**config.mk**
```make
export PLATFORM = sky130hd
export DESIGN_NAME = dns_message_stream_parser
export DESIGN_NICKNAME = d
export VERILOG_FILES = /design/src/rtl/core/dmsp_pkg.sv /design/src/rtl/core/dns_message_stream_parser.sv
export SDC_FILE = /design/constraint.sdc
export NUM_CORES = 1
export LEC_CHECK = 0
export ABC_AREA = 1
export BUFFER_PORTS_ARGS = -buffer_cell sky130_fd_sc_hd__buf_2
export CELL_PAD_IN_SITES_DETAIL_PLACEMENT = 0
export CELL_PAD_IN_SITES_GLOBAL_PLACEMENT = 2
export CORE_MARGIN = 3
export CORE_UTILIZATION = 31
export CTS_BUF_LIST = sky130_fd_sc_hd__clkbuf_16
export DETAILED_ROUTE_END_ITERATION = 8
export GPL_ROUTABILITY_DRIVEN = 0
export HOLD_SLACK_MARGIN = 0.15
export PLACE_DENSITY = 0.78
export SLEW_MARGIN = 10
export SYNTH_ARGS = -nofsm -noshare
export SYNTH_HDL_FRONTEND = slang
export SYNTH_SLANG_ARGS = --single-unit
export TNS_END_PERCENT = 100
```
**constraint.sdc**
```tcl
create_clock -name i_clk -period 5.6 [get_ports i_clk]
set_input_delay 0.28 -clock i_clk [delete_from_list [all_inputs] [get_ports i_clk]]
set_output_delay 0.28 -clock i_clk [all_outputs]
set_load 0.02 [all_outputs]
```
**src/rtl/core/dmsp_pkg.sv**
```systemverilog
`timescale 1ns / 1ps
package dmsp_pkg;

    localparam int KIND_W    = 5;
    localparam int SECTION_W = 3;
    localparam int VALUE_W   = 32;
    localparam int CFG_IDX_W = 2;
    localparam int CFG_DATA_W = 8;

    // Result kinds
    localparam logic [KIND_W-1:0] KIND_ID        = 5'd0;
    localparam logic [KIND_W-1:0] KIND_FLAGS     = 5'd1;
    localparam logic [KIND_W-1:0] KIND_QDCOUNT   = 5'd2;
    localparam logic [KIND_W-1:0] KIND_ANCOUNT   = 5'd3;
    localparam logic [KIND_W-1:0] KIND_NSCOUNT   = 5'd4;
    localparam logic [KIND_W-1:0] KIND_ARCOUNT   = 5'd5;
    localparam logic [KIND_W-1:0] KIND_LABEL_LEN = 5'd6;
    localparam logic [KIND_W-1:0] KIND_NAME_BYTE = 5'd7;
    localparam logic [KIND_W-1:0] KIND_POINTER   = 5'd8;
    localparam logic [KIND_W-1:0] KIND_NAME_END  = 5'd9;
    localparam logic [KIND_W-1:0] KIND_TYPE      = 5'd10;
    localparam logic [KIND_W-1:0] KIND_CLASS     = 5'd11;
    localparam logic [KIND_W-1:0] KIND_TTL       = 5'd12;
    localparam logic [KIND_W-1:0] KIND_RDLENGTH  = 5'd13;
    localparam logic [KIND_W-1:0] KIND_RDATA     = 5'd14;
    localparam logic [KIND_W-1:0] KIND_DONE      = 5'd15;
    localparam logic [KIND_W-1:0] KIND_ERROR     = 5'd16;

    // Sections
    localparam logic [SECTION_W-1:0] SEC_HEADER     = 3'd0;
    localparam logic [SECTION_W-1:0] SEC_QUESTION   = 3'd1;
    localparam logic [SECTION_W-1:0] SEC_ANSWER     = 3'd2;
    localparam logic [SECTION_W-1:0] SEC_AUTHORITY  = 3'd3;
    localparam logic [SECTION_W-1:0] SEC_ADDITIONAL = 3'd4;

    // Error codes
    localparam logic [VALUE_W-1:0] ERR_LABEL = 32'd0;
    localparam logic [VALUE_W-1:0] ERR_NAME  = 32'd1;

    // Configuration register indexes
    localparam logic [CFG_IDX_W-1:0] REG_LABEL_LIMIT = 2'd0;
    localparam logic [CFG_IDX_W-1:0] REG_NAME_LIMIT  = 2'd1;

    localparam logic [5:0] LABEL_LIMIT_RESET = 6'd63;
    localparam logic [7:0] NAME_LIMIT_RESET  = 8'd255;

    localparam logic [7:0] PTR_MARK = 8'hC0;

    typedef struct packed {
        logic [KIND_W-1:0]    kind;
        logic [SECTION_W-1:0] section;
        logic [VALUE_W-1:0]   value;
    } t_result;

endpackage

```
**src/rtl/core/dns_message_stream_parser.sv**
```systemverilog
`timescale 1ns / 1ps
// Channel  | Direction | Handshake               | Payload
// in       | input     | i_in_valid / o_in_ready | i_data_byte, i_message_start
// out      | output    | o_out_valid / i_out_ready | o_kind, o_section, o_value, flag fields
// cfg      | input     | i_cfg_valid / o_cfg_ready | i_cfg_index, i_cfg_data
//
// One byte is parsed per cycle while o_in_ready is high; its results are written
// to a four-entry output queue at the same edge and are read out from its head.
// A byte yields up to two results (a closing field plus done), so o_in_ready
// needs two free queue slots; one result per byte keeps full rate with no output stall.
// Reset (synchronous, active low) drops parsing to idle, empties the queue and
// restores label_limit 63 and name_limit 255. The cfg channel is always ready.
module dns_message_stream_parser (
    input  logic                             i_clk,
    input  logic                             i_rst_n,
    input  logic                             i_in_valid,
    output logic                             o_in_ready,
    input  logic [7:0]                       i_data_byte,
    input  logic                             i_message_start,
    output logic                             o_out_valid,
    input  logic                             i_out_ready,
    output logic [dmsp_pkg::KIND_W-1:0]      o_kind,
    output logic [dmsp_pkg::SECTION_W-1:0]   o_section,
    output logic [dmsp_pkg::VALUE_W-1:0]     o_value,
    output logic                             o_is_response,
    output logic [3:0]                       o_op_code,
    output logic                             o_authoritative,
    output logic                             o_truncated,
    output logic                             o_recursion_desired,
    output logic                             o_recursion_available,
    output logic [2:0]                       o_reserved_bits,
    output logic [3:0]                       o_response_code,
    input  logic                             i_cfg_valid,
    output logic                             o_cfg_ready,
    input  logic [dmsp_pkg::CFG_IDX_W-1:0]   i_cfg_index,
    input  logic [dmsp_pkg::CFG_DATA_W-1:0]  i_cfg_data
);
    import dmsp_pkg::*;

    typedef enum logic [4:0] {
        PH_IDLE, PH_ID, PH_FLAGS, PH_QD, PH_AN, PH_NS, PH_AR, PH_NAME, PH_LABEL,
        PH_PTR, PH_TYPE, PH_CLASS, PH_TTL, PH_RDLEN, PH_RDATA, PH_DONE, PH_ERROR
    } t_phase;

    localparam int QDEPTH = 4;
    localparam int QPTR_W = $clog2(QDEPTH);

    // Parse state
    t_phase       r_phase, c_phase, n_phase;
    logic [2:0]   r_section, c_section, n_section;
    logic [2:0]   r_fcount, c_fcount, n_fcount;
    logic [31:0]  r_acc, c_acc, n_acc;
    logic [15:0]  r_qd, c_qd, n_qd;
    logic [15:0]  r_an, c_an, n_an;
    logic [15:0]  r_ns, c_ns, n_ns;
    logic [15:0]  r_ar, c_ar, n_ar;
    logic [8:0]   r_name_len, c_name_len, n_name_len;
    logic [5:0]   r_label_left, c_label_left, n_label_left;
    logic [15:0]  r_rdata_left, c_rdata_left, n_rdata_left;
    logic [5:0]   r_label_limit;
    logic [7:0]   r_name_limit;

    // Output queue
    t_result             r_q [QDEPTH];
    logic [QPTR_W-1:0]   r_wr_ptr, r_rd_ptr;
    logic [QPTR_W:0]     r_q_count;

    logic         in_fire, out_fire;
    logic [1:0]   res_cnt;
    t_result      res0, res1;
    logic [31:0]  acc_shift;
    logic [2:0]   fcount_inc;
    logic [2:0]   field_width;
    logic [9:0]   name_len_sum;
    logic [15:0]  cur_count, cur_dec;
    logic         do_enter;
    logic [2:0]   enter_first;
    t_result      head;

    assign in_fire    = i_in_valid & o_in_ready;
    assign out_fire   = o_out_valid & i_out_ready;
    assign o_in_ready = (r_q_count <= (QPTR_W+1)'(QDEPTH - 2));
    assign o_cfg_ready = 1'b1;

    always_comb begin
        // a start byte wipes the parse and is taken as the first ID byte
        if (i_message_start) begin
            c_phase = PH_ID;       c_section = SEC_HEADER; c_fcount = '0;
            c_acc = '0;            c_qd = '0;  c_an = '0;  c_ns = '0;  c_ar = '0;
            c_name_len = '0;       c_label_left = '0;      c_rdata_left = '0;
        end else begin
            c_phase = r_phase;     c_section = r_section;  c_fcount = r_fcount;
            c_acc = r_acc;         c_qd = r_qd; c_an = r_an; c_ns = r_ns; c_ar = r_ar;
            c_name_len = r_name_len; c_label_left = r_label_left;
            c_rdata_left = r_rdata_left;
        end

        n_phase = c_phase;     n_section = c_section;  n_fcount = c_fcount;
        n_acc = c_acc;         n_qd = c_qd; n_an = c_an; n_ns = c_ns; n_ar = c_ar;
        n_name_len = c_name_len; n_label_left = c_label_left;
        n_rdata_left = c_rdata_left;

        res_cnt = 2'd0;
        res0 = '{kind: KIND_ID, section: c_section, value: '0};
        res1 = '{kind: KIND_DONE, section: c_section, value: '0};
        do_enter = 1'b0;
        enter_first = c_section;

        acc_shift   = {c_acc[23:0], i_data_byte};
        fcount_inc  = c_fcount + 3'd1;
        field_width = (c_phase == PH_TTL) ? 3'd4 : 3'd2;
        name_len_sum = {1'b0, c_name_len} + {2'b0, i_data_byte} + 10'd1;

        unique case (c_section)
            SEC_QUESTION:   cur_count = c_qd;
            SEC_ANSWER:     cur_count = c_an;
            SEC_AUTHORITY:  cur_count = c_ns;
            SEC_ADDITIONAL: cur_count = c_ar;
            default:        cur_count = '0;
        endcase
        cur_dec = (cur_count != '0) ? cur_count - 16'd1 : cur_count;

        unique case (c_phase)
            PH_IDLE, PH_DONE, PH_ERROR: begin
            end
            PH_NAME: begin
                res_cnt = 2'd1;
                if (i_data_byte == 8'd0) begin
                    res0 = '{kind: KIND_NAME_END, section: c_section,
                             value: {23'd0, c_name_len} + 32'd1};
                    n_phase = PH_TYPE;
                    n_fcount = '0;
                    n_acc = '0;
                end else if (c_section != SEC_QUESTION
                             && (i_data_byte & PTR_MARK) == PTR_MARK) begin
                    res_cnt = 2'd0;
                    n_acc = {26'd0, i_data_byte[5:0]};
                    n_phase = PH_PTR;
                end else if (i_data_byte > {2'b0, r_label_limit}) begin
                    res0 = '{kind: KIND_ERROR, section: c_section, value: ERR_LABEL};
                    n_phase = PH_ERROR;
                end else if (name_len_sum > {2'b0, r_name_limit}) begin
                    res0 = '{kind: KIND_ERROR, section: c_section, value: ERR_NAME};
                    n_phase = PH_ERROR;
                end else begin
                    res0 = '{kind: KIND_LABEL_LEN, section: c_section,
                             value: {24'd0, i_data_byte}};
                    n_name_len = name_len_sum[8:0];
                    n_label_left = i_data_byte[5:0];
                    n_phase = PH_LABEL;
                end
            end
            PH_LABEL: begin
                res_cnt = 2'd1;
                res0 = '{kind: KIND_NAME_BYTE, section: c_section,
                         value: {24'd0, i_data_byte}};
                n_label_left = c_label_left - 6'd1;
                if (n_label_left == '0) begin
                    n_phase = PH_NAME;
                end
            end
            PH_PTR: begin
                res_cnt = 2'd1;
                res0 = '{kind: KIND_POINTER, section: c_section,
                         value: {18'd0, c_acc[5:0], i_data_byte}};
                n_acc = '0;
                n_fcount = '0;
                n_phase = PH_TYPE;
            end
            PH_RDATA: begin
                res_cnt = 2'd1;
                res0 = '{kind: KIND_RDATA, section: c_section,
                         value: {24'd0, i_data_byte}};
                n_rdata_left = c_rdata_left - 16'd1;
                if (n_rdata_left == '0) begin
                    do_enter = 1'b1;
                end
            end
            default: begin
                // big-endian fixed fields: ID, flags, counts, type, class, TTL, RDLENGTH
                if (fcount_inc < field_width) begin
                    n_acc = acc_shift;
                    n_fcount = fcount_inc;
                end else begin
                    n_acc = '0;
                    n_fcount = '0;
                    res_cnt = 2'd1;
                    res0.value = acc_shift;
                    unique case (c_phase)
                        PH_ID: begin
                            res0.kind = KIND_ID;  res0.section = SEC_HEADER;
                            n_phase = PH_FLAGS;
                        end
                        PH_FLAGS: begin
                            res0.kind = KIND_FLAGS;  res0.section = SEC_HEADER;
                            n_phase = PH_QD;
                        end
                        PH_QD: begin
                            res0.kind = KIND_QDCOUNT;  res0.section = SEC_HEADER;
                            n_qd = acc_shift[15:0];
                            n_phase = PH_AN;
                        end
                        PH_AN: begin
                            res0.kind = KIND_ANCOUNT;  res0.section = SEC_HEADER;
                            n_an = acc_shift[15:0];
                            n_phase = PH_NS;
                        end
                        PH_NS: begin
                            res0.kind = KIND_NSCOUNT;  res0.section = SEC_HEADER;
                            n_ns = acc_shift[15:0];
                            n_phase = PH_AR;
                        end
                        PH_AR: begin
                            res0.kind = KIND_ARCOUNT;  res0.section = SEC_HEADER;
                            n_ar = acc_shift[15:0];
                            do_enter = 1'b1;
                            enter_first = SEC_QUESTION;
                        end
                        PH_TYPE: begin
                            res0.kind = KIND_TYPE;
                            n_phase = PH_CLASS;
                        end
                        PH_CLASS: begin
                            res0.kind = KIND_CLASS;
                            if (c_section == SEC_QUESTION) begin
                                do_enter = 1'b1;
                            end else begin
                                n_phase = PH_TTL;
                            end
                        end
                        PH_TTL: begin
                            res0.kind = KIND_TTL;
                            n_phase = PH_RDLEN;
                        end
                        PH_RDLEN: begin
                            res0.kind = KIND_RDLENGTH;
                            n_rdata_left = acc_shift[15:0];
                            if (acc_shift[15:0] == '0) begin
                                do_enter = 1'b1;
                            end else begin
                                n_phase = PH_RDATA;
                            end
                        end
                        default: begin
                            res_cnt = 2'd0;
                            n_phase = PH_IDLE;
                        end
                    endcase
                end
            end
        endcase

        // close the record (count down) and move to the current or next non-empty section, else to done
        if (do_enter) begin
            if (enter_first == c_section) begin
                unique case (c_section)
                    SEC_QUESTION:   n_qd = cur_dec;
                    SEC_ANSWER:     n_an = cur_dec;
                    SEC_AUTHORITY:  n_ns = cur_dec;
                    SEC_ADDITIONAL: n_ar = cur_dec;
                    default: begin
                    end
                endcase
            end
            n_phase = PH_NAME;
            n_name_len = '0;
            n_label_left = '0;
            n_fcount = '0;
            n_acc = '0;
            priority if (enter_first <= SEC_QUESTION && n_qd != '0) begin
                n_section = SEC_QUESTION;
            end else if (enter_first <= SEC_ANSWER && n_an != '0) begin
                n_section = SEC_ANSWER;
            end else if (enter_first <= SEC_AUTHORITY && n_ns != '0) begin
                n_section = SEC_AUTHORITY;
            end else if (enter_first <= SEC_ADDITIONAL && n_ar != '0) begin
                n_section = SEC_ADDITIONAL;
            end else begin
                n_phase = PH_DONE;
                n_section = c_section;
                res_cnt = res_cnt + 2'd1;
                res1 = '{kind: KIND_DONE, section: c_section, value: '0};
            end
        end
    end

    always_ff @(posedge i_clk) begin
        if (!i_rst_n) begin
            r_phase       <= PH_IDLE;
            r_section     <= SEC_HEADER;
            r_fcount      <= '0;
            r_acc         <= '0;
            r_qd          <= '0;
            r_an          <= '0;
            r_ns          <= '0;
            r_ar          <= '0;
            r_name_len    <= '0;
            r_label_left  <= '0;
            r_rdata_left  <= '0;
            r_label_limit <= LABEL_LIMIT_RESET;
            r_name_limit  <= NAME_LIMIT_RESET;
            r_wr_ptr      <= '0;
            r_rd_ptr      <= '0;
            r_q_count     <= '0;
        end else begin
            if (in_fire) begin
                r_phase      <= n_phase;
                r_section    <= n_section;
                r_fcount     <= n_fcount;
                r_acc        <= n_acc;
                r_qd         <= n_qd;
                r_an         <= n_an;
                r_ns         <= n_ns;
                r_ar         <= n_ar;
                r_name_len   <= n_name_len;
                r_label_left <= n_label_left;
                r_rdata_left <= n_rdata_left;
                r_wr_ptr     <= r_wr_ptr + QPTR_W'(res_cnt);
            end
            if (i_cfg_valid && o_cfg_ready) begin
                if (i_cfg_index == REG_LABEL_LIMIT) begin
                    r_label_limit <= i_cfg_data[5:0];
                end else if (i_cfg_index == REG_NAME_LIMIT) begin
                    r_name_limit <= i_cfg_data;
                end
            end
            if (out_fire) begin
                r_rd_ptr <= r_rd_ptr + QPTR_W'(1);
            end
            r_q_count <= r_q_count + (in_fire ? (QPTR_W+1)'(res_cnt) : '0)
                         - (out_fire ? (QPTR_W+1)'(1) : '0);
        end
    end

    always_ff @(posedge i_clk) begin
        if (in_fire && res_cnt != 2'd0) begin
            r_q[r_wr_ptr] <= res0;
        end
        if (in_fire && res_cnt == 2'd2) begin
            r_q[r_wr_ptr + QPTR_W'(1)] <= res1;
        end
    end

    assign head        = r_q[r_rd_ptr];
    assign o_out_valid = (r_q_count != '0);
    assign o_kind      = head.kind;
    assign o_section   = head.section;
    assign o_value     = head.value;

    // flag fields are decoded from the flags word and zero on every other kind
    always_comb begin
        if (head.kind == KIND_FLAGS) begin
            o_is_response         = head.value[15];
            o_op_code             = head.value[14:11];
            o_authoritative       = head.value[10];
            o_truncated           = head.value[9];
            o_recursion_desired   = head.value[8];
            o_recursion_available = head.value[7];
            o_reserved_bits       = head.value[6:4];
            o_response_code       = head.value[3:0];
        end else begin
            o_is_response         = 1'b0;
            o_op_code             = '0;
            o_authoritative       = 1'b0;
            o_truncated           = 1'b0;
            o_recursion_desired   = 1'b0;
            o_recursion_available = 1'b0;
            o_reserved_bits       = '0;
            o_response_code       = '0;
        end
    end

endmodule

```
==> summary.txt <==
Slew @ Worst Pin: 1.14 ns
Non-Filler Instances: 4,282
Fillers: 7,569
met2 Use GR: 0.365
relative slew slack: 0.240
Crit Path Class: flip-flop to flip-flop
max-cap violation count: 0
area grow syn2layout: 11.5%
Placed Instances: 4,199
pre-CTS setup slack: 0.122 ns
WP data required: 6.07 ns
maximum VDD drop: 0.201 mV
Yosys top cell area share: 0.282
Detailed Route WL: 80,500 um
DIE AREA: 0.0721 mm^2
Clock Latency Late Sink: 0.58 ns
layer with the highest usage: met2
share of layout cells above drive strength 1: 0.119
crit path DAT: 5.55 ns
Root Buffer Master: clkbuf_16
Worst Setup Start Kind: flip-flop
Post-CTS Setup Bufs: 0
cell taking the most area after synthesis: dfxtp_1
Hold WC Path Type: input port to flip-flop
Post-Syn Instances: 3,389
M3 GR Usage: 0.0245
mean post-synth cell area: 6.30 um^2
Synth area leaders: dfxtp_1 28%, nand2_1 15%, nand3_1 8.5%
I/O pin cnt: 83
n_diodes: 0
dominant synthesized flop cell: dfxtp_1
Num CTS Buffers: 40
clock-pin slew on the worst setup and hold paths: 0.06 ns
Final Max Tran Viols: 0
port bufs: 81
All-Layer GR Usage: 0.219
Warnings, synthesis: 0
DRC: 0
initial antenna violation count: 0
most frequent cell after synthesis: nand2_1
die height: 268 um
final hold violation count: 0
drt pass-1 iters: 6
placement row count: 95
Finish-stage setup viols: 0
setup_tns: 0 ns
largest net degree at the start of global routing: 89
Min Clock Period, post-route: 5.09 ns
PwrDens: 350 mW/mm^2
final instance area: 0.0238 mm^2
Power Total: 8.34 mW
TritonCTS clock tree: done
final net count: 3,440
Via Count: 22,200
utilization after layout: 0.351
Mapped Area: 0.0214 mm^2
core area: 0.0678 mm^2
RSZ-0062 raised after global routing: false
post-detail-place hpwl: 55,000 um
DP Area: 0.0225 mm^2
Initial DRC Count: 1,730
Yosys cell types: 61
Layout Skew: 0.0279 ns
global route overflow: 0
sequential element share of the synthesized area: 0.299
Async S/R FF share, synth: 0
final worst hold slack: 0.214 ns
CP max FO: 17
Post-synth top cells: 831 x nand2_1, 435 x nor2_1, 363 x nand3_1
clock buffer depth: 3
Post-synth EDFFs: 12
Clock Sink Count: 313
vias in the first global route: 20,800
final period utilization: 0.908
status: complete, no violations
first-pass GRT wire length: 124,000 um
H-tree Lvls: 2
Die Width: 268 um
WL/cell: 18.8 um
Synth Register Bits: 313
Initial Utilization: 0.315
highest clock rate: 197 MHz
met1 Use GR: 0.298
Vias/cell: 5.18
Leak Pwr: 10.5 nW
post-synth net total: 3,450
Antenna Violating Nets Remaining: 0
Setup crit end kind: flip-flop
setup ws final: 0.513 ns
==> routing by layer <==
metal,vias to the layer above,wire (um)
met4,0,2430
li1,11200,-
met1,10400,37600
met5,-,0
met3,105,3440
met2,475,37100
==> cells by family (layout without fill, tap and decap cells) <==
kind of cell             count (synthesis)  count (layout)  synth area share
other                                    1               1          0.000176
buffers and inverters                  505             525             0.103
adder cells (fa/ha/maj)                 37              37            0.0224
AND/OR/NAND/NOR                       1747            1747             0.349
flip-flops                             313             313             0.299
XOR/XNOR                                30              30            0.0123
AO/OA/AOI/OAI                          756             756             0.214
==> flip-flops by register name, summed over array words and instances (netlist names), named ones only <==
signal	count
r_q	160
r_acc	24
r_an	16
r_ar	16
r_ns	16
r_qd	16
r_rdata_left	16
r_name_len	9
r_name_limit	8
r_label_left	6
r_label_limit	6
r_phase	5
r_fcount	3
r_q_count	3
r_section	3
r_rd_ptr	2
r_wr_ptr	2
==> worst paths after layout <==
check | endpoint | startpoint | slack, ns | cells after the start
setup / recovery | r_q_count[2] | r_section[0] | 0.51 | 26
hold / removal | r_rd_ptr[0] | i_out_ready | 0.21 | 4
setup reg to reg | r_q_count[2] | r_section[0] | 0.51 | 26
hold reg to reg | r_q[0][36] | r_q[0][36] | 0.45 | 2
==> final cells by class <==
type | instances | area (um^2) | area share
Clock buffer | 41 | 1030 | 0.0431
Clock inverter | 31 | 210 | 0.00883
Inverter | 274 | 1040 | 0.0436
Multi-Input combinational cell | 2571 | 12900 | 0.540
Sequential cell | 313 | 6390 | 0.268
Tap cell | 873 | 1090 | 0.0459
Timing Repair Buffer | 179 | 1200 | 0.0504
==> placed cells by master, fill, tap and decap left out, types with 18 or more instances in the layout <==
master	n
ha_1	35
a21oi_1	253
o32ai_1	20
o21ai_0	233
inv_2	18
a21oi_2	82
nor2_1	430
nand4_1	18
o22ai_1	39
xor2_1	26
nand2_1	828
buf_4	85
nand3_1	359
inv_1	259
dfxtp_1	300
buf_2	80
o211ai_1	75
clkbuf_16	41
==> critical path: stages, from the launching register on <==
cell and delay, ns:
dfxtp_1 0.39, o21ai_2 0.73, nand3_1 0.19, nand2_1 0.14, nor2_2 0.06, ha_1 0.23, nand3_2 0.15, nor2_1 0.08
nand2_2 0.26, buf_4 0.26, nand2_2 0.13, nand2_1 0.07, o21ai_0 0.12, nand4_1 0.10, nor2_1 0.07, nand3b_1 0.09
nand2_1 0.15, ha_1 0.32, inv_1 0.04, nand3_1 0.11, nand3_2 0.15, ha_1 0.33, inv_1 0.04, ha_1 0.18
fa_1 0.38, o21ai_0 0.16, a21oi_1 0.05
==> timing repair <==
item | in CTS | in global routing
hold buffers | 11 | 0
endpoints found under the hold margin | 17 | 0
setup endpoints to repair | 0 | 62
gates resized for setup | 0 | 3
==> report_power, final <==
group          internal, mW  switching, mW
clock network          1.42           1.09
registers              2.62          0.227
logic                 0.871           2.11
Note: power is estimated with default switching activity, not from simulation.
